--- src/sv/tsd_pkg.sv ---
package tsd_pkg;

  localparam int SIDE_DEPTH_DEF = 512;
  localparam int ELEM_WIDTH_DEF = 32;

  localparam int REQ_W    = 3;
  localparam int POS_W    = 10;
  localparam int DATA_W   = 32;
  localparam int STATUS_W = 2;
  localparam int TOTAL_W  = 11;

  localparam int QUEUE_DEPTH = 2;

  localparam logic [REQ_W-1:0] REQ_PUSH_FRONT = 3'd0;
  localparam logic [REQ_W-1:0] REQ_PUSH_BACK  = 3'd1;
  localparam logic [REQ_W-1:0] REQ_READ_AT    = 3'd2;
  localparam logic [REQ_W-1:0] REQ_WRITE_AT   = 3'd3;
  localparam logic [REQ_W-1:0] REQ_READ_FRONT = 3'd4;
  localparam logic [REQ_W-1:0] REQ_READ_BACK  = 3'd5;

  localparam logic [STATUS_W-1:0] ST_OK    = 2'd0;
  localparam logic [STATUS_W-1:0] ST_RANGE = 2'd1;
  localparam logic [STATUS_W-1:0] ST_FULL  = 2'd2;

  localparam logic SIDE_FRONT = 1'b0;
  localparam logic SIDE_BACK  = 1'b1;

  typedef enum logic [1:0] {
    OP_NONE  = 2'd0,
    OP_READ  = 2'd1,
    OP_WRITE = 2'd2
  } op_t;

  typedef struct packed {
    op_t                 op;
    logic                side;
    logic [STATUS_W-1:0] status;
    logic [TOTAL_W-1:0]  total_count;
    logic                is_empty;
  } cmd_t;

  typedef struct packed {
    logic [DATA_W-1:0]   data_out;
    logic [STATUS_W-1:0] status;
    logic [TOTAL_W-1:0]  total_count;
    logic                is_empty;
  } res_t;

endpackage

--- src/sv/tsd_front.sv ---
module tsd_front #(
  parameter int SIDE_DEPTH = tsd_pkg::SIDE_DEPTH_DEF,
  parameter int ELEM_WIDTH = tsd_pkg::ELEM_WIDTH_DEF
) (
  input  logic                          clk,
  input  logic                          rst_n,
  input  logic                          in_push,
  output logic                          in_full,
  input  logic [tsd_pkg::REQ_W-1:0]     in_req_type,
  input  logic [tsd_pkg::POS_W-1:0]     in_position,
  input  logic [tsd_pkg::DATA_W-1:0]    in_data_in,
  input  logic                          q_full,
  output logic                          q_push,
  output tsd_pkg::cmd_t                 q_cmd,
  output logic [$clog2(SIDE_DEPTH)-1:0] q_addr,
  output logic [ELEM_WIDTH-1:0]         q_wdata
);

  localparam int AW   = $clog2(SIDE_DEPTH);
  localparam int CW   = $clog2(SIDE_DEPTH + 1);
  localparam int TW   = CW + 1;
  localparam int CMPW = (TW > tsd_pkg::POS_W) ? TW : tsd_pkg::POS_W;

  logic [CW-1:0] fc_r, fc_nxt;
  logic [CW-1:0] bc_r, bc_nxt;
  logic          accept;

  assign accept  = in_push && !q_full;
  assign in_full = q_full;
  assign q_push  = accept;
  assign q_wdata = ELEM_WIDTH'(64'(in_data_in));

  always_comb begin
    logic [CMPW-1:0] fc_x, bc_x, pos_x, tot_x, ia_f, ia_b;
    logic [TW-1:0]   tot_nxt;
    fc_x  = CMPW'(fc_r);
    bc_x  = CMPW'(bc_r);
    pos_x = CMPW'(in_position);
    tot_x = fc_x + bc_x;
    ia_f  = fc_x - pos_x - CMPW'(1);
    ia_b  = pos_x - fc_x;

    fc_nxt       = fc_r;
    bc_nxt       = bc_r;
    q_cmd.op     = tsd_pkg::OP_NONE;
    q_cmd.side   = tsd_pkg::SIDE_FRONT;
    q_cmd.status = tsd_pkg::ST_OK;
    q_addr       = '0;

    unique case (in_req_type)
      tsd_pkg::REQ_PUSH_FRONT: begin
        if (fc_r == CW'(SIDE_DEPTH)) begin
          q_cmd.status = tsd_pkg::ST_FULL;
        end else begin
          q_cmd.op = tsd_pkg::OP_WRITE;
          q_addr   = fc_r[AW-1:0];
          fc_nxt   = fc_r + 1'b1;
        end
      end
      tsd_pkg::REQ_PUSH_BACK: begin
        if (bc_r == CW'(SIDE_DEPTH)) begin
          q_cmd.status = tsd_pkg::ST_FULL;
        end else begin
          q_cmd.op   = tsd_pkg::OP_WRITE;
          q_cmd.side = tsd_pkg::SIDE_BACK;
          q_addr     = bc_r[AW-1:0];
          bc_nxt     = bc_r + 1'b1;
        end
      end
      tsd_pkg::REQ_READ_AT, tsd_pkg::REQ_WRITE_AT: begin
        if (pos_x < tot_x) begin
          q_cmd.op = (in_req_type == tsd_pkg::REQ_WRITE_AT) ? tsd_pkg::OP_WRITE
                                                            : tsd_pkg::OP_READ;
          if (pos_x < fc_x) begin
            q_addr = ia_f[AW-1:0];
          end else begin
            q_cmd.side = tsd_pkg::SIDE_BACK;
            q_addr     = ia_b[AW-1:0];
          end
        end else begin
          q_cmd.status = tsd_pkg::ST_RANGE;
        end
      end
      tsd_pkg::REQ_READ_FRONT: begin
        if (fc_r != '0) begin
          q_cmd.op = tsd_pkg::OP_READ;
          q_addr   = AW'(fc_r - 1'b1);
        end else if (bc_r != '0) begin
          q_cmd.op   = tsd_pkg::OP_READ;
          q_cmd.side = tsd_pkg::SIDE_BACK;
        end else begin
          q_cmd.status = tsd_pkg::ST_RANGE;
        end
      end
      tsd_pkg::REQ_READ_BACK: begin
        if (bc_r != '0) begin
          q_cmd.op   = tsd_pkg::OP_READ;
          q_cmd.side = tsd_pkg::SIDE_BACK;
          q_addr     = AW'(bc_r - 1'b1);
        end else if (fc_r != '0) begin
          q_cmd.op = tsd_pkg::OP_READ;
        end else begin
          q_cmd.status = tsd_pkg::ST_RANGE;
        end
      end
      default: begin
        // unknown request: nothing changes, answer ok
      end
    endcase

    tot_nxt           = TW'(fc_nxt) + TW'(bc_nxt);
    q_cmd.total_count = tsd_pkg::TOTAL_W'(tot_nxt);
    q_cmd.is_empty    = (tot_nxt == '0);
  end

  always_ff @(posedge clk) begin
    if (!rst_n) begin
      fc_r <= '0;
      bc_r <= '0;
    end else if (accept) begin
      fc_r <= fc_nxt;
      bc_r <= bc_nxt;
    end
  end

endmodule

--- config.mk ---
export PLATFORM = sky130hd
export DESIGN_NAME = tsd_front
export DESIGN_NICKNAME = d
export VERILOG_FILES = /design/src/sv/tsd_pkg.sv /design/src/sv/tsd_front.sv
export SDC_FILE = /design/constraint.sdc
export NUM_CORES = 1
export LEC_CHECK = 0
export BUFFER_PORTS_ARGS = -buffer_cell sky130_fd_sc_hd__buf_2
export CORE_MARGIN = 4
export CORE_UTILIZATION = 55
export DETAILED_ROUTE_END_ITERATION = 10
export GPL_TIMING_DRIVEN = 0
export PLACE_DENSITY = 0.88
export SLEW_MARGIN = 0
export SYNTH_ARGS = -nofsm -noshare
export SYNTH_HDL_FRONTEND = slang
export SYNTH_SLANG_ARGS = --single-unit
--- constraint.sdc ---
create_clock -name clk -period 4.5 [get_ports clk]
set_clock_uncertainty 0.2 [all_clocks]
set_input_delay 0.225 -clock clk [delete_from_list [all_inputs] [get_ports clk]]
set_output_delay 0.225 -clock clk [all_outputs]
set_load 0.01 [all_outputs]
==> impl_metrics.prom <==
# TYPE chip_impl_metric gauge
chip_impl_info{name="status",value="finished clean"} 1
chip_impl_metric{name="place_ws",unit="ns"} -0.170
chip_impl_metric{name="critical_path_peak_fanout",unit=""} 6
chip_impl_metric{name="antenna_cells_inserted",unit=""} 0
chip_impl_metric{name="power.density",unit="mW/mm^2"} 119
chip_impl_info{name="critical_path.cell_chain",value="ha_4, fa_2, a211oi_2, nor2_2, or2_1, a21oi_2, o21ai_1, xnor2_1, ha_1, and3_4, a211oi_4, o211ai_1, nand4_1, buf_4, a21oi_2, a211oi_2, buf_2"} 1
chip_impl_metric{name="async_flop_share",unit=""} 0
chip_impl_info{name="layout.cells.most_common_list",value="80 x sky130_fd_sc_hd__buf_2, 51 x sky130_fd_sc_hd__ha_1, 48 x sky130_fd_sc_hd__buf_4"} 1
chip_impl_metric{name="io_pins",unit=""} 109
chip_impl_metric{name="ys_seq_area_frac",unit=""} 0.0946
chip_impl_metric{name="groute.usage.overall",unit=""} 0.283
chip_impl_metric{name="arrival",unit="ns"} 4.06
chip_impl_metric{name="yosys_register_bits",unit=""} 20
chip_impl_metric{name="power.sequential.fraction",unit=""} 0.311
chip_impl_info{name="critical_path_class",value="reg -> out"} 1
chip_impl_metric{name="yosys_warnings",unit=""} 0
chip_impl_metric{name="cts_max_level",unit=""} 1
chip_impl_info{name="kind_of_launch_point_of_the_worst_setup_path",value="register"} 1
chip_impl_metric{name="fin_crit",unit="ns"} 4.48
chip_impl_metric{name="finalHoldViolCount",unit=""} 0
chip_impl_metric{name="whs",unit="ns"} 0.168
chip_impl_metric{name="clkSinkCount",unit=""} 20
chip_impl_metric{name="slew_violations",unit=""} 0
chip_impl_metric{name="area_occupied_by_multi_input_gates",unit="mm^2"} 0.00354
chip_impl_info{name="endpoint_kind",value="output port"} 1
chip_impl_metric{name="power_switching_share",unit=""} 0.378
chip_impl_metric{name="cp_data_required_time",unit="ns"} 4.07
chip_impl_metric{name="post_synth.cell_area_avg",unit="um^2"} 7.50
chip_impl_metric{name="fp.dieH",unit="um"} 95.7
chip_impl_metric{name="routed_wirelength",unit="mm"} 13.5
chip_impl_metric{name="cts_made_buffers",unit=""} 3
chip_impl_metric{name="power.switching",unit="uW"} 226
chip_impl_metric{name="cts.path.max_buffers",unit=""} 2
chip_impl_metric{name="floorplan.initialDensity",unit=""} 0.574
chip_impl_metric{name="relSlewSlack",unit=""} 0.481
chip_impl_metric{name="areaGrowthSynthToFinish",unit="%"} 19.2
chip_impl_metric{name="drtAntennaViolNets",unit=""} 0
chip_impl_metric{name="ys_types",unit=""} 75
chip_impl_metric{name="synthCells",unit=""} 564
chip_impl_metric{name="vias",unit=""} 4755
chip_impl_metric{name="post_route_cells_drive_above_1_share",unit=""} 0.282
chip_impl_metric{name="final_nets",unit=""} 761
chip_impl_info{name="slowest_stage_cell_cp",value="sky130_fd_sc_hd__dfxtp_4"} 1
chip_impl_info{name="final_common_cell",value="sky130_fd_sc_hd__buf_2"} 1
chip_impl_metric{name="final.setup.worst_slack",unit="ns"} 0.0159
chip_impl_info{name="cts_tree",value="built"} 1
chip_impl_metric{name="std_cell_rows",unit=""} 31
chip_impl_metric{name="tightest_slew",unit="ns"} 0.759
chip_impl_metric{name="drc_errors",unit=""} 0
chip_impl_info{name="yosys_most_used_dff",value="sky130_fd_sc_hd__dfxtp_1"} 1
chip_impl_metric{name="final_min_period_over_clock_period",unit=""} 0.996
chip_impl_metric{name="area.sequential",unit="um^2"} 417
chip_impl_metric{name="dieWidth",unit="um"} 95.7
chip_impl_metric{name="crit_path_max_incr_delay",unit="ns"} 0.38
chip_impl_metric{name="worst_ir_drop_vdd",unit="V"} 0.0000899
chip_impl_metric{name="power.static_leakage",unit="nW"} 2.40
chip_impl_metric{name="die_area",unit="mm^2"} 0.00916
chip_impl_metric{name="detailedRoute.firstPassIterationCount",unit=""} 6
chip_impl_metric{name="core_area",unit="mm^2"} 0.00737
chip_impl_metric{name="grt_pass1_vias",unit=""} 4499
chip_impl_metric{name="edff_count_synth",unit=""} 0
chip_impl_info{name="hp-class",value="in -> reg"} 1
chip_impl_metric{name="worstPathBufferInverterCount",unit=""} 2
chip_impl_metric{name="avgRoutedWirePerCell",unit="um"} 17.9
chip_impl_metric{name="drt_first_iter_violations",unit=""} 405
chip_impl_info{name="cts-root-buf",value="sky130_fd_sc_hd__clkbuf_8"} 1
chip_impl_metric{name="gpl_wtd_cong",unit=""} 1.00
chip_impl_metric{name="achievable_clock_frequency",unit="MHz"} 223
chip_impl_metric{name="max_cap_viol_count",unit=""} 0
chip_impl_info{name="grt_setup_unrepaired",value="true"} 1
chip_impl_metric{name="clockPowerShare",unit=""} 0.198
chip_impl_metric{name="maximum_number_of_pins_on_one_net_before_global_route_repair",unit=""} 11
chip_impl_metric{name="vias_per_cell",unit=""} 6.32
chip_impl_metric{name="global_route_wire_length_before_repair",unit="mm"} 20.8
chip_impl_metric{name="place_hpwl",unit="mm"} 10.5
chip_impl_metric{name="timing.final.setup_violations",unit=""} 0
chip_impl_metric{name="grt_remaining_overflow",unit=""} 0
chip_impl_metric{name="synth.net_count",unit=""} 670
chip_impl_metric{name="clk_latency",unit="ns"} 0.26
chip_impl_metric{name="synthesis.area",unit="mm^2"} 0.00423
chip_impl_metric{name="pwr-share-comb",unit=""} 0.491
chip_impl_metric{name="p_int",unit="uW"} 372
chip_impl_info{name="crit_family",value="compound AO/OA/AOI/OAI gates"} 1
chip_impl_metric{name="filler_cell_count",unit=""} 646
chip_impl_metric{name="clkTransAtPathRegs",unit="ns"} 0.07
chip_impl_metric{name="port_buffers",unit=""} 74
chip_impl_metric{name="grt_antenna_before_repair",unit=""} 0
## power groups by stage
stage	clock network, mW	logic [mW]	registers, mW
finish	0.119	0.294	0.186
global route	0.125	0.320	0.187
CTS	0.117	0.277	0.187
detailed placement	0	0.266	0.190
global placement	0	0.259	0.190
floorplan	0	0.185	0.188
## area by class of cell
class | instances | area share
tap | 99 | 0.0246
timing repair buffer | 87 | 0.0928
clock buffer | 3 | 0.00819
inverter | 29 | 0.0221
multi-input combinational | 461 | 0.701
buffer | 53 | 0.0685
sequential | 20 | 0.0826
## synthesized netlist by cell type (5+ instances only)
| library cell | number | area (um^2) |
|---|---|---|
| sky130_fd_sc_hd__xnor2_1 | 35 | 307 |
| sky130_fd_sc_hd__and3_1 | 11 | 68.8 |
| sky130_fd_sc_hd__o211a_1 | 7 | 70.1 |
| sky130_fd_sc_hd__nor3_1 | 19 | 95.1 |
| sky130_fd_sc_hd__ha_1 | 54 | 676 |
| sky130_fd_sc_hd__xor2_1 | 12 | 105 |
| sky130_fd_sc_hd__or3_1 | 7 | 43.8 |
| sky130_fd_sc_hd__inv_1 | 26 | 97.6 |
| sky130_fd_sc_hd__nor4_1 | 6 | 37.5 |
| sky130_fd_sc_hd__a31oi_1 | 5 | 31.3 |
| sky130_fd_sc_hd__o21a_1 | 7 | 52.6 |
| sky130_fd_sc_hd__a211oi_1 | 6 | 45.0 |
| sky130_fd_sc_hd__nand4_1 | 9 | 56.3 |
| sky130_fd_sc_hd__o211ai_1 | 10 | 75.1 |
| sky130_fd_sc_hd__dfxtp_1 | 20 | 400 |
| sky130_fd_sc_hd__o21ai_1 | 10 | 50.1 |
| sky130_fd_sc_hd__buf_2 | 7 | 35.0 |
| sky130_fd_sc_hd__nor2_1 | 28 | 105 |
| sky130_fd_sc_hd__a21oi_1 | 31 | 155 |
| sky130_fd_sc_hd__o21ai_0 | 28 | 140 |
| sky130_fd_sc_hd__nand2_1 | 37 | 139 |
| sky130_fd_sc_hd__a21boi_1 | 5 | 37.5 |
| sky130_fd_sc_hd__nand2b_1 | 6 | 37.5 |
| sky130_fd_sc_hd__nand3_1 | 15 | 75.1 |
| sky130_fd_sc_hd__nor3b_1 | 5 | 37.5 |
| sky130_fd_sc_hd__clkbuf_1 | 12 | 45.0 |
| sky130_fd_sc_hd__and2_1 | 18 | 113 |
| sky130_fd_sc_hd__buf_4 | 34 | 255 |
| sky130_fd_sc_hd__a21o_1 | 9 | 67.6 |
## logic make-up after synthesis
group           synth area share
fa+ha+maj                  0.174
simple gates               0.259
flops                     0.0946
buf+inv                    0.109
compound gates             0.257
mux                       0.0101
xor+xnor                  0.0973
## path summary, 6_finish.rpt
| path | from | end | slack (ns) | cells after the start |
|---|---|---|---|---|
| setup reg to reg | fc_r[2] | fc_r[8] | 2.19 | 7 |
| hold reg to reg | fc_r[7] | fc_r[7] | 0.43 | 2 |
| setup / recovery | bc_r[0] | q_addr[8] | 0.02 | 17 |
| hold / removal | rst_n | fc_r[7] | 0.17 | 2 |
## sequential cells by signal (all words and copies together) (netlist names)
register	flops
bc_r	10
fc_r	10
## routing by layer
layer | wire length [um] | vias to the layer above | part of all wire | GRT usage
met5 | 0 | - | 0 | 0
met4 | 516 | 0 | 0.038 | 0.126
met3 | 1040 | 50 | 0.077 | 0.0188
met2 | 6580 | 291 | 0.49 | 0.503
met1 | 5350 | 2185 | 0.40 | 0.349
li1 | - | 2229 | - | -
## stage by stage
step / setup TNS, ns / instances / utilization / power [mW] / area, um^2
3_3_place_gp: -0.170 / 737 / 0.641 / 0.449 / 4720
5_1_grt: -0.626 / 752 / 0.684 / 0.631 / 5040
4_1_cts: -0.0155 / 744 / 0.661 / 0.580 / 4870
3_5_place_dp: -0.807 / 737 / 0.641 / 0.456 / 4720
2_1_floorplan: 0 / 564 / - / 0.373 / 4230
6_report: 0 / 752 / 0.684 / 0.598 / 5040
## repair_timing
item / CTS / global route
hold buffers: 0 / 0
gates cloned: 1 / 0
setup endpoints to repair: 16 / 15
buffers inserted: 3 / 10
gates resized for setup: 21 / 27
pin swaps: 8 / 29
No activity file was read; power rests on OpenSTA's default activity.
