$ cat config.mk
export PLATFORM = sky130hd
export DESIGN_NAME = tsd_fifo
export DESIGN_NICKNAME = d
export VERILOG_FILES = /design/src/sv/tsd_pkg.sv /design/src/sv/tsd_fifo.sv
export SDC_FILE = /design/constraint.sdc
export NUM_CORES = 1
export LEC_CHECK = 0
export CORE_MARGIN = 1.5
export CORE_UTILIZATION = 35
export DETAILED_ROUTE_END_ITERATION = 6
export DONT_BUFFER_PORTS = 1
export REMOVE_ABC_BUFFERS = 1
export SLEW_MARGIN = 0
export SYNTH_ARGS = -nofsm -noshare
export SYNTH_HDL_FRONTEND = slang
export SYNTH_SLANG_ARGS = --single-unit
export TNS_END_PERCENT = 10
$ cat constraint.sdc
create_clock -name clk -period 2.17 [get_ports clk]
set_clock_uncertainty 0.15 [all_clocks]
set_input_delay 0.1085 -clock clk [delete_from_list [all_inputs] [get_ports clk]]
set_output_delay 0.1085 -clock clk [all_outputs]
set_load 0.02 [all_outputs]
$ cat src/sv/tsd_pkg.sv
package tsd_pkg;

  localparam int SIDE_DEPTH_DEF = 512;
  localparam int ELEM_WIDTH_DEF = 32;

  localparam int REQ_W    = 3;
  localparam int POS_W    = 10;
  localparam int DATA_W   = 32;
  localparam int STATUS_W = 2;
  localparam int TOTAL_W  = 11;

  localparam int QUEUE_DEPTH = 2;

  localparam logic [REQ_W-1:0] REQ_PUSH_FRONT = 3'd0;
  localparam logic [REQ_W-1:0] REQ_PUSH_BACK  = 3'd1;
  localparam logic [REQ_W-1:0] REQ_READ_AT    = 3'd2;
  localparam logic [REQ_W-1:0] REQ_WRITE_AT   = 3'd3;
  localparam logic [REQ_W-1:0] REQ_READ_FRONT = 3'd4;
  localparam logic [REQ_W-1:0] REQ_READ_BACK  = 3'd5;

  localparam logic [STATUS_W-1:0] ST_OK    = 2'd0;
  localparam logic [STATUS_W-1:0] ST_RANGE = 2'd1;
  localparam logic [STATUS_W-1:0] ST_FULL  = 2'd2;

  localparam logic SIDE_FRONT = 1'b0;
  localparam logic SIDE_BACK  = 1'b1;

  typedef enum logic [1:0] {
    OP_NONE  = 2'd0,
    OP_READ  = 2'd1,
    OP_WRITE = 2'd2
  } op_t;

  typedef struct packed {
    op_t                 op;
    logic                side;
    logic [STATUS_W-1:0] status;
    logic [TOTAL_W-1:0]  total_count;
    logic                is_empty;
  } cmd_t;

  typedef struct packed {
    logic [DATA_W-1:0]   data_out;
    logic [STATUS_W-1:0] status;
    logic [TOTAL_W-1:0]  total_count;
    logic                is_empty;
  } res_t;

endpackage

$ cat src/sv/tsd_fifo.sv
module tsd_fifo #(
  parameter int WIDTH = 8,
  parameter int DEPTH = tsd_pkg::QUEUE_DEPTH
) (
  input  logic             clk,
  input  logic             rst_n,
  input  logic             push,
  input  logic [WIDTH-1:0] din,
  output logic             full,
  input  logic             pop,
  output logic [WIDTH-1:0] dout,
  output logic             empty
);

  localparam int PW = (DEPTH > 1) ? $clog2(DEPTH) : 1;
  localparam int CW = $clog2(DEPTH + 1);

  logic [WIDTH-1:0] mem_r [DEPTH];
  logic [PW-1:0]    wptr_r, wptr_nxt;
  logic [PW-1:0]    rptr_r, rptr_nxt;
  logic [CW-1:0]    cnt_r, cnt_nxt;
  logic             do_push, do_pop;

  assign full    = (cnt_r == CW'(DEPTH));
  assign empty   = (cnt_r == '0);
  assign do_push = push && !full;
  assign do_pop  = pop && !empty;
  assign dout    = mem_r[rptr_r];

  always_comb begin
    wptr_nxt = wptr_r;
    rptr_nxt = rptr_r;
    cnt_nxt  = cnt_r;
    if (do_push) begin
      wptr_nxt = (wptr_r == PW'(DEPTH - 1)) ? '0 : wptr_r + 1'b1;
    end
    if (do_pop) begin
      rptr_nxt = (rptr_r == PW'(DEPTH - 1)) ? '0 : rptr_r + 1'b1;
    end
    if (do_push && !do_pop) begin
      cnt_nxt = cnt_r + 1'b1;
    end else if (do_pop && !do_push) begin
      cnt_nxt = cnt_r - 1'b1;
    end
  end

  always_ff @(posedge clk) begin
    if (!rst_n) begin
      wptr_r <= '0;
      rptr_r <= '0;
      cnt_r  <= '0;
    end else begin
      wptr_r <= wptr_nxt;
      rptr_r <= rptr_nxt;
      cnt_r  <= cnt_nxt;
    end
  end

  always_ff @(posedge clk) begin
    if (do_push) begin
      mem_r[wptr_r] <= din;
    end
  end

endmodule

==> results of run 1 <==
[cell families (layout without fill, tap and decap cells)]
kind of cell | count (synthesis) | in the layout | share of synthesized area, %
compound gates | 5 | 5 | 4.02
xor+xnor | 3 | 3 | 3.25
fa+ha+maj | 1 | 1 | 1.55
buf+inv | 3 | 17 | 1.54
flops | 21 | 21 | 71.7
mux | 8 | 8 | 11.1
simple gates | 9 | 9 | 6.80
[what timing repair did]
| action | 4_1_cts | 5_1_grt |
|---|---|---|
| setup endpoints to repair | 0 | 0 |
| resized for setup | 0 | 0 |
| endpoints found under the hold margin | 21 | 0 |
| hold buffers | 10 | 0 |
[per-stage QoR]
stage / instances / hold WS (ns)
5_1_grt: 92 / 0.0713
3_5_place_dp: 78 / 0.0575
2_1_floorplan: 49 / 0.0574
3_3_place_gp: 78 / 0.0575
6_report: 92 / 0.0438
4_1_cts: 92 / 0.0458
[state kept, by name (all words and copies together) (netlist names), named ones only]
register	flops
mem_r	16
wptr_r	1
rptr_r	1
cnt_r	2
[routing by layer]
layer / part of all wire [%] / GRT usage, %
met5: 0 / 0
met4: 1.3 / 4.05
met3: 9.3 / 4.97
met2: 48 / 17.1
met1: 41 / 12.0
[layout by cell type (no fill, tap or decap)]
| cell type | instances |
|---|---|
| nor3_2 | 1 |
| o21a_1 | 1 |
| a21boi_1 | 1 |
| o21ai_0 | 1 |
| xnor2_1 | 2 |
| mux2_2 | 8 |
| and3_1 | 1 |
| dfxtp_1 | 5 |
| clkinv_2 | 1 |
| buf_4 | 1 |
| dlygate4sd3_1 | 10 |
| inv_1 | 1 |
| inv_2 | 1 |
| a21boi_0 | 1 |
| and2_1 | 3 |
| xor2_1 | 1 |
| or3_1 | 1 |
| nor2_1 | 2 |
| ha_1 | 1 |
| edfxtp_1 | 16 |
| nand2b_1 | 1 |
| o21ai_1 | 1 |
| clkbuf_4 | 3 |
[layout make-up]
type	instances	share of cell area, %
clock buffer	3	2.31
clock inverter	1	0.513
inverter	2	0.770
multi-input combinational	26	22.2
sequential	21	59.6
tap	28	3.59
timing repair buffer	11	11.0
[power breakdown]
| part | internal [mW] | total [mW] | switching (mW) |
|---|---|---|---|
| sequential | 0.513 | 0.566 | 0.0534 |
| clock | 0.0689 | 0.184 | 0.115 |
| combinational | 0.144 | 0.341 | 0.197 |
[critical path: cells and delay by family, from the launching register on]
family	cells	cell delay (ns)
DFF	1	0.37
and+or+nand+nor	3	0.61
adders and majority gates	1	0.31
buffers and inverters	1	0.15
AOI/OAI and AO/OA	1	0.13
[how the worst max path moves through the flow]
stage	startpoint	end	slack (ns)	depth (start not counted)
after global placement	cnt_r[0]$_SDFFE_PN0P_	cnt_r[1]$_SDFFE_PN0P_	0.46	6
after global routing	cnt_r[0]$_SDFFE_PN0P_	cnt_r[1]$_SDFFE_PN0P_	0.28	6
after CTS	cnt_r[0]$_SDFFE_PN0P_	cnt_r[1]$_SDFFE_PN0P_	0.39	6
after detailed placement	cnt_r[0]$_SDFFE_PN0P_	cnt_r[1]$_SDFFE_PN0P_	0.40	6
final	cnt_r[0]$_SDFFE_PN0P_	cnt_r[1]$_SDFFE_PN0P_	0.40	6
after floorplan	cnt_r[0]$_SDFFE_PN0P_	cnt_r[1]$_SDFFE_PN0P_	0.51	6
==> key figures, run 1 <==
Timing
  – Setup TNS: 0 ns
  – RSZ-0062 raised after global routing: false
  – Max_slew headroom: 73.3%
  – # setup viols final: 0
  – Max-slew violation count: 0
  – Tmin final: 1.77 ns
  – Fin crit share: between 80% and 90%
  – Setup ws final: 0.398 ns
  – Fin. Hold Viols: 0
  – Worst Tran Pin Value: 0.400 ns
  – Fmax: 0.564 GHz

Critical path
  – Setup CP Type: flip-flop to flip-flop
  – Worst path slowest cell: dfxtp_1
  – Crit path cell chain: nand2b_1 > inv_2 > nor2_1 > ha_1 > or3_1 > a21boi_1
  – Req. time, crit path: 2.27 ns
  – CP max stage delay: about 0.37 ns
  – Crit Path Max Fanout: 5
  – Reg-to-reg slack, setup: 0.40 ns
  – Critical path arrival: 1.87 ns
  – R2R Path End: cnt_r[1]$_SDFFE_PN0P_
  – Crit path launch type: flip-flop
  – Crit. End Element: flip-flop
  – Reg2reg start: cnt_r[0]$_SDFFE_PN0P_
  – Reg2Reg Depth: 6

Routing
  – DRC viols: 0
  – First-pass iteration count of the detailed router: 4
  – Drt total wl: 1200 um
  – Initial DRC Count: 1
  – Final ANT Viol Nets: 0
  – Vias per inst: 4.70
  – Total number of vias: 432
  – Routed WL per cell: 13.0 um

Logic synthesis
  – Average cell area after synthesis: 16.2 sq um
  – Register area share after synthesis: 71.7%
  – EDFF count, synth: 16
  – Post-synthesis register bit count: 21
  – Synth top area cells: edfxtp_1, dfxtp_1, mux2_2
  – Most frequent cells after synthesis: edfxtp_1, mux2_2, dfxtp_1, and2_1
  – Synth top area share: 59.4%
  – Synthesized area: 810 sq um
  – Synth cell types: 20
  – Cell taking the most area after synthesis: edfxtp_1
  – Post-synthesis async set-or-reset flop share: 0%
  – Ys Warns: 0
  – Cells after Synth: 50
  – Most common cell in the synthesized netlist: edfxtp_1
  – Ys flop type: edfxtp_1

Layout
  – Multi-input gate area: roughly 220 sq um
  – Share of cells above drive strength 1: 23.4%
  – # fillers: 208
  – Flip-flop and latch area: slightly below 600 sq um
  – Final Core Density: 44.5%
  – Final Instance Area: 975 sq um
  – Area Overhead vs Synth: 20.4%
  – Total Nets Final: 78
  – Antenna diodes: 0

Clock tree
  – H-tree Lvls: 1
  – Clk Latency, worst-skew pair: around 0.31 ns
  – CTS clk-pin slew, worst paths: 0.11 ns
  – Setup Fix Bufs, Post-CTS: 0
  – Maximum clock path buffer count: 2
  – Number of clock sinks: 21
  – TritonCTS clock tree: built
  – Clock Root Buffer: clkbuf_4
  – CTS Buf Count: 3

GRT
  – Initial antenna violation count: 0
  – Largest net degree at the start of global routing: 13
  – Vias in the first global route: between 400 and 500
  – Grt ovf: 0
  – Gr usage total: about a tenth
  – First-pass GRT wire length: 1950 um

Pwr
  – Power Dens Cells: 1120 nW/um^2
  – Maximum VDD drop: 898 uV
  – Lkg Pwr: 0.345 nW
  – Total power: ~1.1 mW

Outcome
  – Status: complete, no violations

Floorplan
  – Die height: 51.1 um
  – I/O pin cnt: 22
  – Rows: 17
  – Chip width: just over 50 um
  – Core ar.: 2190 sq um
  – Starting Density: 37.0%
  – Die ar.: 2610 sq um

Placement
  – I/O Buffers: 0
  – DP Worst Slack: 0.399 ns
  – RD Place Congestion: 0.593
  – DP Area: 847 sq um

Run
  – Max-cap violation count: 0

Min path
  – HP Class: input pin to flip-flop
  – HP Start: pop
  – Depth of the worst hold-timing path: 3
Note: power is estimated with default switching activity, not from simulation.
==> inputs of run 2 (changes only) <==
==> constraint.sdc (replaced) <==
create_clock -name clk -period 1.8 [get_ports clk]
set_clock_uncertainty 0.15 [all_clocks]
set_input_delay 0.09 -clock clk [delete_from_list [all_inputs] [get_ports clk]]
set_output_delay 0.09 -clock clk [all_outputs]
set_load 0.02 [all_outputs]
==> run 2 against run 1 <==
Compared with the run above: final cell count is 1.1% higher; final area is 0.77% higher; largest power group unchanged; sequential cell count stayed put; hold slack worse by 0.032 ns; global-route usage is 0.19 points lower; sequential power is 21% higher; first-iteration DRC count grew to 3.0 times the previous value; clock power is 17% higher; setup slack worse by 0.24 ns.
==> key figures, run 2 (synthesized netlist as in run 1, its figures left out) <==
Pwr
  – Power Dens Cells: 1350 nW/um^2 (+20%)
  – Lkg Pwr: 0.348 nW (+0.83%)
  – Maximum VDD drop: 755 uV (-16%)

Run
  – Max-cap violation count: 0 (unchanged)

Layout
  – Commonest non-fill, non-tap cell in the layout: edfxtp_1
  – Post-Layout Cell Count: 93 (+1.1%)
  – Multi-input gate area: 216 sq um (unchanged)
  – Share of cells above drive strength 1: 24.6% (+1.2 points)
  – Largest Register: mem_r
  – Final Core Density: 44.8% (+0.34 points)
  – Largest registers: mem_r: 16 flops, cnt_r: 2 flops
  – Antenna diodes: 0 (unchanged)
  – Area Overhead vs Synth: 21.3%
  – # fillers: 217 (+4.3%)
  – Max FFs per register: 16 (unchanged)
  – Final Instance Area: 982 sq um (+0.77%)
  – Most frequent cells in the layout: edfxtp_1, dlygate4sd3_1, mux2_2
  – Total Nets Final: 79 (+1.3%)
  – Flip-flop and latch area: 582 sq um (+0.22%)

Outcome
  – Status: complete, no violations

Timing
  – RSZ-0062 raised after global routing: false
  – Max_slew headroom: 75.0% (+1.6 points)
  – # setup viols final: 0 (unchanged)
  – Setup TNS: 0 ns (unchanged)
  – Fin. Hold Viols: 0 (unchanged)
  – Max-slew violation count: 0 (unchanged)
  – Fin crit share: 91.4% (+9.7 points)
  – Tmin final: 1.64 ns (-0.127 ns)
  – Worst Tran Pin Value: 0.374 ns (-0.0260 ns)
  – Fmax: 0.608 GHz (+7.7%)

Clock tree
  – Clock Root Buffer: clkbuf_4
  – Number of clock sinks: 21 (unchanged)
  – TritonCTS clock tree: built
  – Clk Latency, worst-skew pair: 0.29 ns (-0.02 ns)
  – H-tree Lvls: 1 (unchanged)
  – Setup Fix Bufs, Post-CTS: 0 (unchanged)
  – Maximum clock path buffer count: 2 (unchanged)
  – CTS clk-pin slew, worst paths: 0.11 ns (about the same)
  – CTS Buf Count: 3 (unchanged)

GRT
  – Vias in the first global route: 411 (-3.7%)
  – First-pass GRT wire length: 1880 um (-3.2%)
  – Initial antenna violation count: 0 (unchanged)
  – Grt ovf: 0 (unchanged)
  – Largest net degree at the start of global routing: 12 (-1)
  – Gr usage total: 10.4% (-0.19 points)

Floorplan
  – Starting Density: 37.0% (unchanged)
  – Die height: 51.1 um (unchanged)
  – I/O pin cnt: 22 (unchanged)
  – Chip width: 51.1 um (unchanged)
  – Die ar.: 2610 sq um (unchanged)
  – Rows: 17 (unchanged)
  – Core ar.: 2190 sq um (unchanged)

Critical path
  – Crit. End Element: flip-flop
  – Worst path top cell family by delay: simple AND/OR/NAND/NOR gates
  – Crit path launch type: flip-flop
  – Setup CP Type: flip-flop to flip-flop
  – Crit Path Max Fanout: 5 (unchanged)
  – Req. time, crit path: 1.89 ns (-0.38 ns)
  – Crit path cell chain: nand2b_1 > inv_2 > nor2_1 > ha_1 > or3_1 > a21boi_1
  – Critical path arrival: 1.73 ns (-0.14 ns)
  – Buf/Inv on CP: 1 (unchanged)
  – Reg-to-reg slack, setup: 0.16 ns (-0.24 ns)
  – CP max stage delay: 0.39 ns (+0.02 ns)
  – Worst path slowest cell: dfxtp_2

Routing
  – Routed WL per cell: 12.6 um (-3.1%)
  – Final ANT Viol Nets: 0 (unchanged)
  – First-pass iteration count of the detailed router: 2 (-2)
  – Total number of vias: 430 (-0.46%)
  – Vias per inst: 4.62 (-1.5%)
  – DRC viols: 0 (unchanged)
  – Initial DRC Count: 3 (+2)
  – Drt total wl: 1170 um (-2.1%)

Placement
  – I/O Buffers: 0 (unchanged)
  – Placed cell count: 79 (+1.3%)
  – RD Place Congestion: 0.608 (+2.7%)
  – DP Area: 855 sq um (+0.89%)

Min path
  – HP Class: input pin to flip-flop
run 2: worst paths after layout:
kind,depth (start not counted),start,to
hold / removal,3,pop,flip-flop
setup / recovery,6,cnt_r[0]$_SDFFE_PN0P_,cnt_r[1]$_SDFFE_PN0P_
setup reg to reg,6,cnt_r[0]$_SDFFE_PN0P_,cnt_r[1]$_SDFFE_PN0P_
hold reg to reg,2,cnt_r[1]$_SDFFE_PN0P_,cnt_r[1]$_SDFFE_PN0P_
run 2: routing by layer:
layer	up-vias	track usage, %	share of wire, %
li1	213	-	-
met1	200	12.6	43
met2	17	14.7	47
met3	0	4.68	9.8
met4	0	6.76	0
met5	-	0	0
run 2: repair_timing:
| item | in CTS | in global routing |
|---|---|---|
| resized for setup | 0 | 1 |
| endpoints found under the setup margin | 0 | 1 |
| hold buffers | 10 | 0 |
| hold endpoints to repair | 21 | 0 |
run 2: power breakdown:
part	internal [mW]	switching, mW
sequential	0.620	0.0647
combinational	0.185	0.238
clock	0.0861	0.130
total	0.892	0.432
run 2: area by class of cell:
type | instances | area share [%]
Sequential cell | 21 | 59.2
Multi-Input combinational cell | 26 | 22.0
Timing Repair Buffer | 12 | 11.7
Tap cell | 28 | 3.57
Clock buffer | 4 | 2.68
Inverter | 2 | 0.764
run 2: metrics by stage:
stage	power [mW]	setup WS, ns	hold slack [ns]
floorplan	1.03	0.136	0.0389
global placement	1.10	0.123	0.0390
detailed placement	1.10	0.0959	0.0390
CTS	1.34	0.0760	0.00611
global route	1.41	0.0473	0.00391
finish	1.32	0.155	0.0116
run 2: tightest hold or removal path, stage by stage:
cell	delay [ns]
o21ai_1	0.07
xnor2_1	0.15
and2_1	0.11
==> inputs of run 3 (changes only) <==
==> constraint.sdc (replaced) <==
create_clock -name clk -period 2 [get_ports clk]
set_clock_uncertainty 0.15 [all_clocks]
set_input_delay 0.1 -clock clk [delete_from_list [all_inputs] [get_ports clk]]
set_output_delay 0.1 -clock clk [all_outputs]
set_load 0.02 [all_outputs]
==> run 3 against run 2 <==
Compared with the run above: non-clock buffer count is 1 lower; sequential power is 10% lower; count of clock-buffer cells in the layout stayed put; setup slack worse by 0.044 ns; first-iteration DRC count stayed put; register-to-register slack worse by 0.04 ns; final area is 0.76% lower; core utilization is 0.34 points lower; power is 10% lower; highest routed layer unchanged; sequential share of layout area is 0.46 points higher.
==> key figures, run 3 (synthesized netlist as in run 1, its figures left out) <==
Timing
  – Max_slew headroom: 73.1% (-1.9 points)
  – Fin. Hold Viols: 0 (unchanged)
  – # setup viols final: 0 (unchanged)
  – Tmin final: 1.89 ns (+0.244 ns)
  – RSZ-0062 raised after global routing: false
  – Worst Tran Pin Value: 0.404 ns (+0.0301 ns)
  – WHS: 0.0375 ns (+0.0259 ns)
  – Fin crit share: 94.4% (+3.0 points)
  – Fmax: 0.530 GHz (-13%)
  – Setup TNS: 0 ns (unchanged)
  – Max-slew violation count: 0 (unchanged)

Floorplan
  – Die ar.: 2610 sq um (unchanged)
  – Die height: 51.1 um (unchanged)
  – Rows: 17 (unchanged)
  – Core ar.: 2190 sq um (unchanged)
  – Chip width: 51.1 um (unchanged)
  – Starting Density: 37.0% (unchanged)
  – I/O pin cnt: 22 (unchanged)

GRT
  – Initial antenna violation count: 0 (unchanged)
  – Grt ovf: 0 (unchanged)
  – Largest net degree at the start of global routing: 12 (unchanged)
  – First-pass GRT wire length: 2030 um (+7.7%)
  – Gr usage total: 10.9% (+0.56 points)
  – Vias in the first global route: 443 (+7.8%)

Placement
  – Post-DP HPWL: 840 um
  – I/O Buffers: 0 (unchanged)
  – RD Place Congestion: 0.604 (-0.69%)
  – DP Area: 847 sq um (-0.88%)

Routing
  – Drt total wl: 1200 um (+2.6%)
  – Initial DRC Count: 3 (unchanged)
  – Vias per inst: 4.66 (+0.85%)
  – Routed WL per cell: 13.0 um (+3.7%)
  – Total number of vias: 429 (-0.23%)
  – DRC viols: 0 (unchanged)
  – First-pass iteration count of the detailed router: 4 (+2)
  – Final ANT Viol Nets: 0 (unchanged)

Layout
  – Largest Register: mem_r
  – Antenna diodes: 0 (unchanged)
  – Total Nets Final: 78 (-1.3%)
  – Max FFs per register: 16 (unchanged)
  – Share of cells above drive strength 1: 23.4% (-1.2 points)
  – Area Overhead vs Synth: 20.4%
  – Largest registers: mem_r: 16 flops, cnt_r: 2 flops
  – Final Instance Area: 975 sq um (-0.76%)
  – Commonest non-fill, non-tap cell in the layout: edfxtp_1
  – Most frequent cells in the layout: edfxtp_1, dlygate4sd3_1, mux2_2

Clock tree
  – H-tree Lvls: 1 (unchanged)
  – CTS clk-pin slew, worst paths: 0.11 ns (about the same)
  – Clock Root Buffer: clkbuf_4
  – TritonCTS clock tree: built
  – Maximum clock path buffer count: 2 (unchanged)
  – CTS Buf Count: 3 (unchanged)
  – Number of clock sinks: 21 (unchanged)
  – Clk Latency, worst-skew pair: 0.29 ns (about the same)

Pwr
  – Maximum VDD drop: 626 uV (-17%)
  – Lkg Pwr: 0.344 nW (-1.1%)
  – Power Dens Cells: 1220 nW/um^2 (-9.7%)

Outcome
  – Status: complete, no violations

Critical path
  – Crit. End Element: flip-flop
  – Crit path launch type: flip-flop
  – Setup CP Type: flip-flop to flip-flop
  – Req. time, crit path: 2.04 ns (+0.15 ns)
  – Crit Path Max Fanout: 9 (+4)
  – Critical path arrival: 1.93 ns (+0.20 ns)

Min path
  – HP Class: input pin to flip-flop

Run
  – Max-cap violation count: 0 (unchanged)
[run 3: report_power, final]
group          internal, mW  switching, mW  leakage, nW
Sequential            0.558         0.0576        0.191
Combinational         0.160          0.216        0.138
Clock                0.0775          0.117       0.0150
[run 3: final timing paths]
path / end / start / depth (start not counted) / slack (ns)
hold reg to reg: cnt_r[1]$_SDFFE_PN0P_ / cnt_r[1]$_SDFFE_PN0P_ / 2 / 0.39
setup / recovery: wptr_r$_SDFFE_PN0N_ / cnt_r[0]$_SDFFE_PN0P_ / 6 / 0.11
hold / removal: flip-flop / pop / 3 / 0.04
setup reg to reg: wptr_r$_SDFFE_PN0N_ / cnt_r[0]$_SDFFE_PN0P_ / 6 / 0.11
[run 3: area by class of cell]
cell class | count | area, sq um
multi-input combinational | 26 | 216
fill | 212 | 1220
tap | 28 | 35.0
sequential | 21 | 582
clock buffer | 4 | 26.3
inverter | 2 | 7.51
timing repair buffer | 11 | 108
[run 3: worst max-delay path, cell delays in order, from the launching register on]
cell           delay (ns)
dfxtp_2              0.36
nand2b_1             0.18
inv_2                0.14
nor3_2               0.05
buf_4                0.17
o21a_1               0.19
dlygate4sd3_1        0.54
[run 3: layer usage]
metal / vias to the layer above / GRT usage (%) / part of all wire, % / wire length, um
li1: 210 / - / - / -
met1: 202 / 13.1 / 45 / 535
met2: 17 / 17.7 / 47 / 564
met3: 0 / 3.22 / 8.3 / 100
met4: 0 / 5.41 / 0 / 0
met5: - / 0 / 0 / 0
[run 3: repair_timing]
item / 4_1_cts / 5_1_grt
setup endpoints to repair: 0 / 1
buffers inserted: 0 / 0
hold buffers: 10 / 0
endpoints found under the hold margin: 21 / 0
gates resized for setup: 0 / 1
[run 3: per-stage QoR]
step           worst slack [ns]  util (%)  std cells  power [mW]
6_report                  0.112      44.5         92        1.19
5_1_grt                  0.0271      44.5         92        1.26
4_1_cts                  0.0869      44.4         92        1.20
3_5_place_dp              0.228      38.7         78       0.985
3_3_place_gp              0.286      38.7         78       0.976
2_1_floorplan             0.336         -         49       0.923
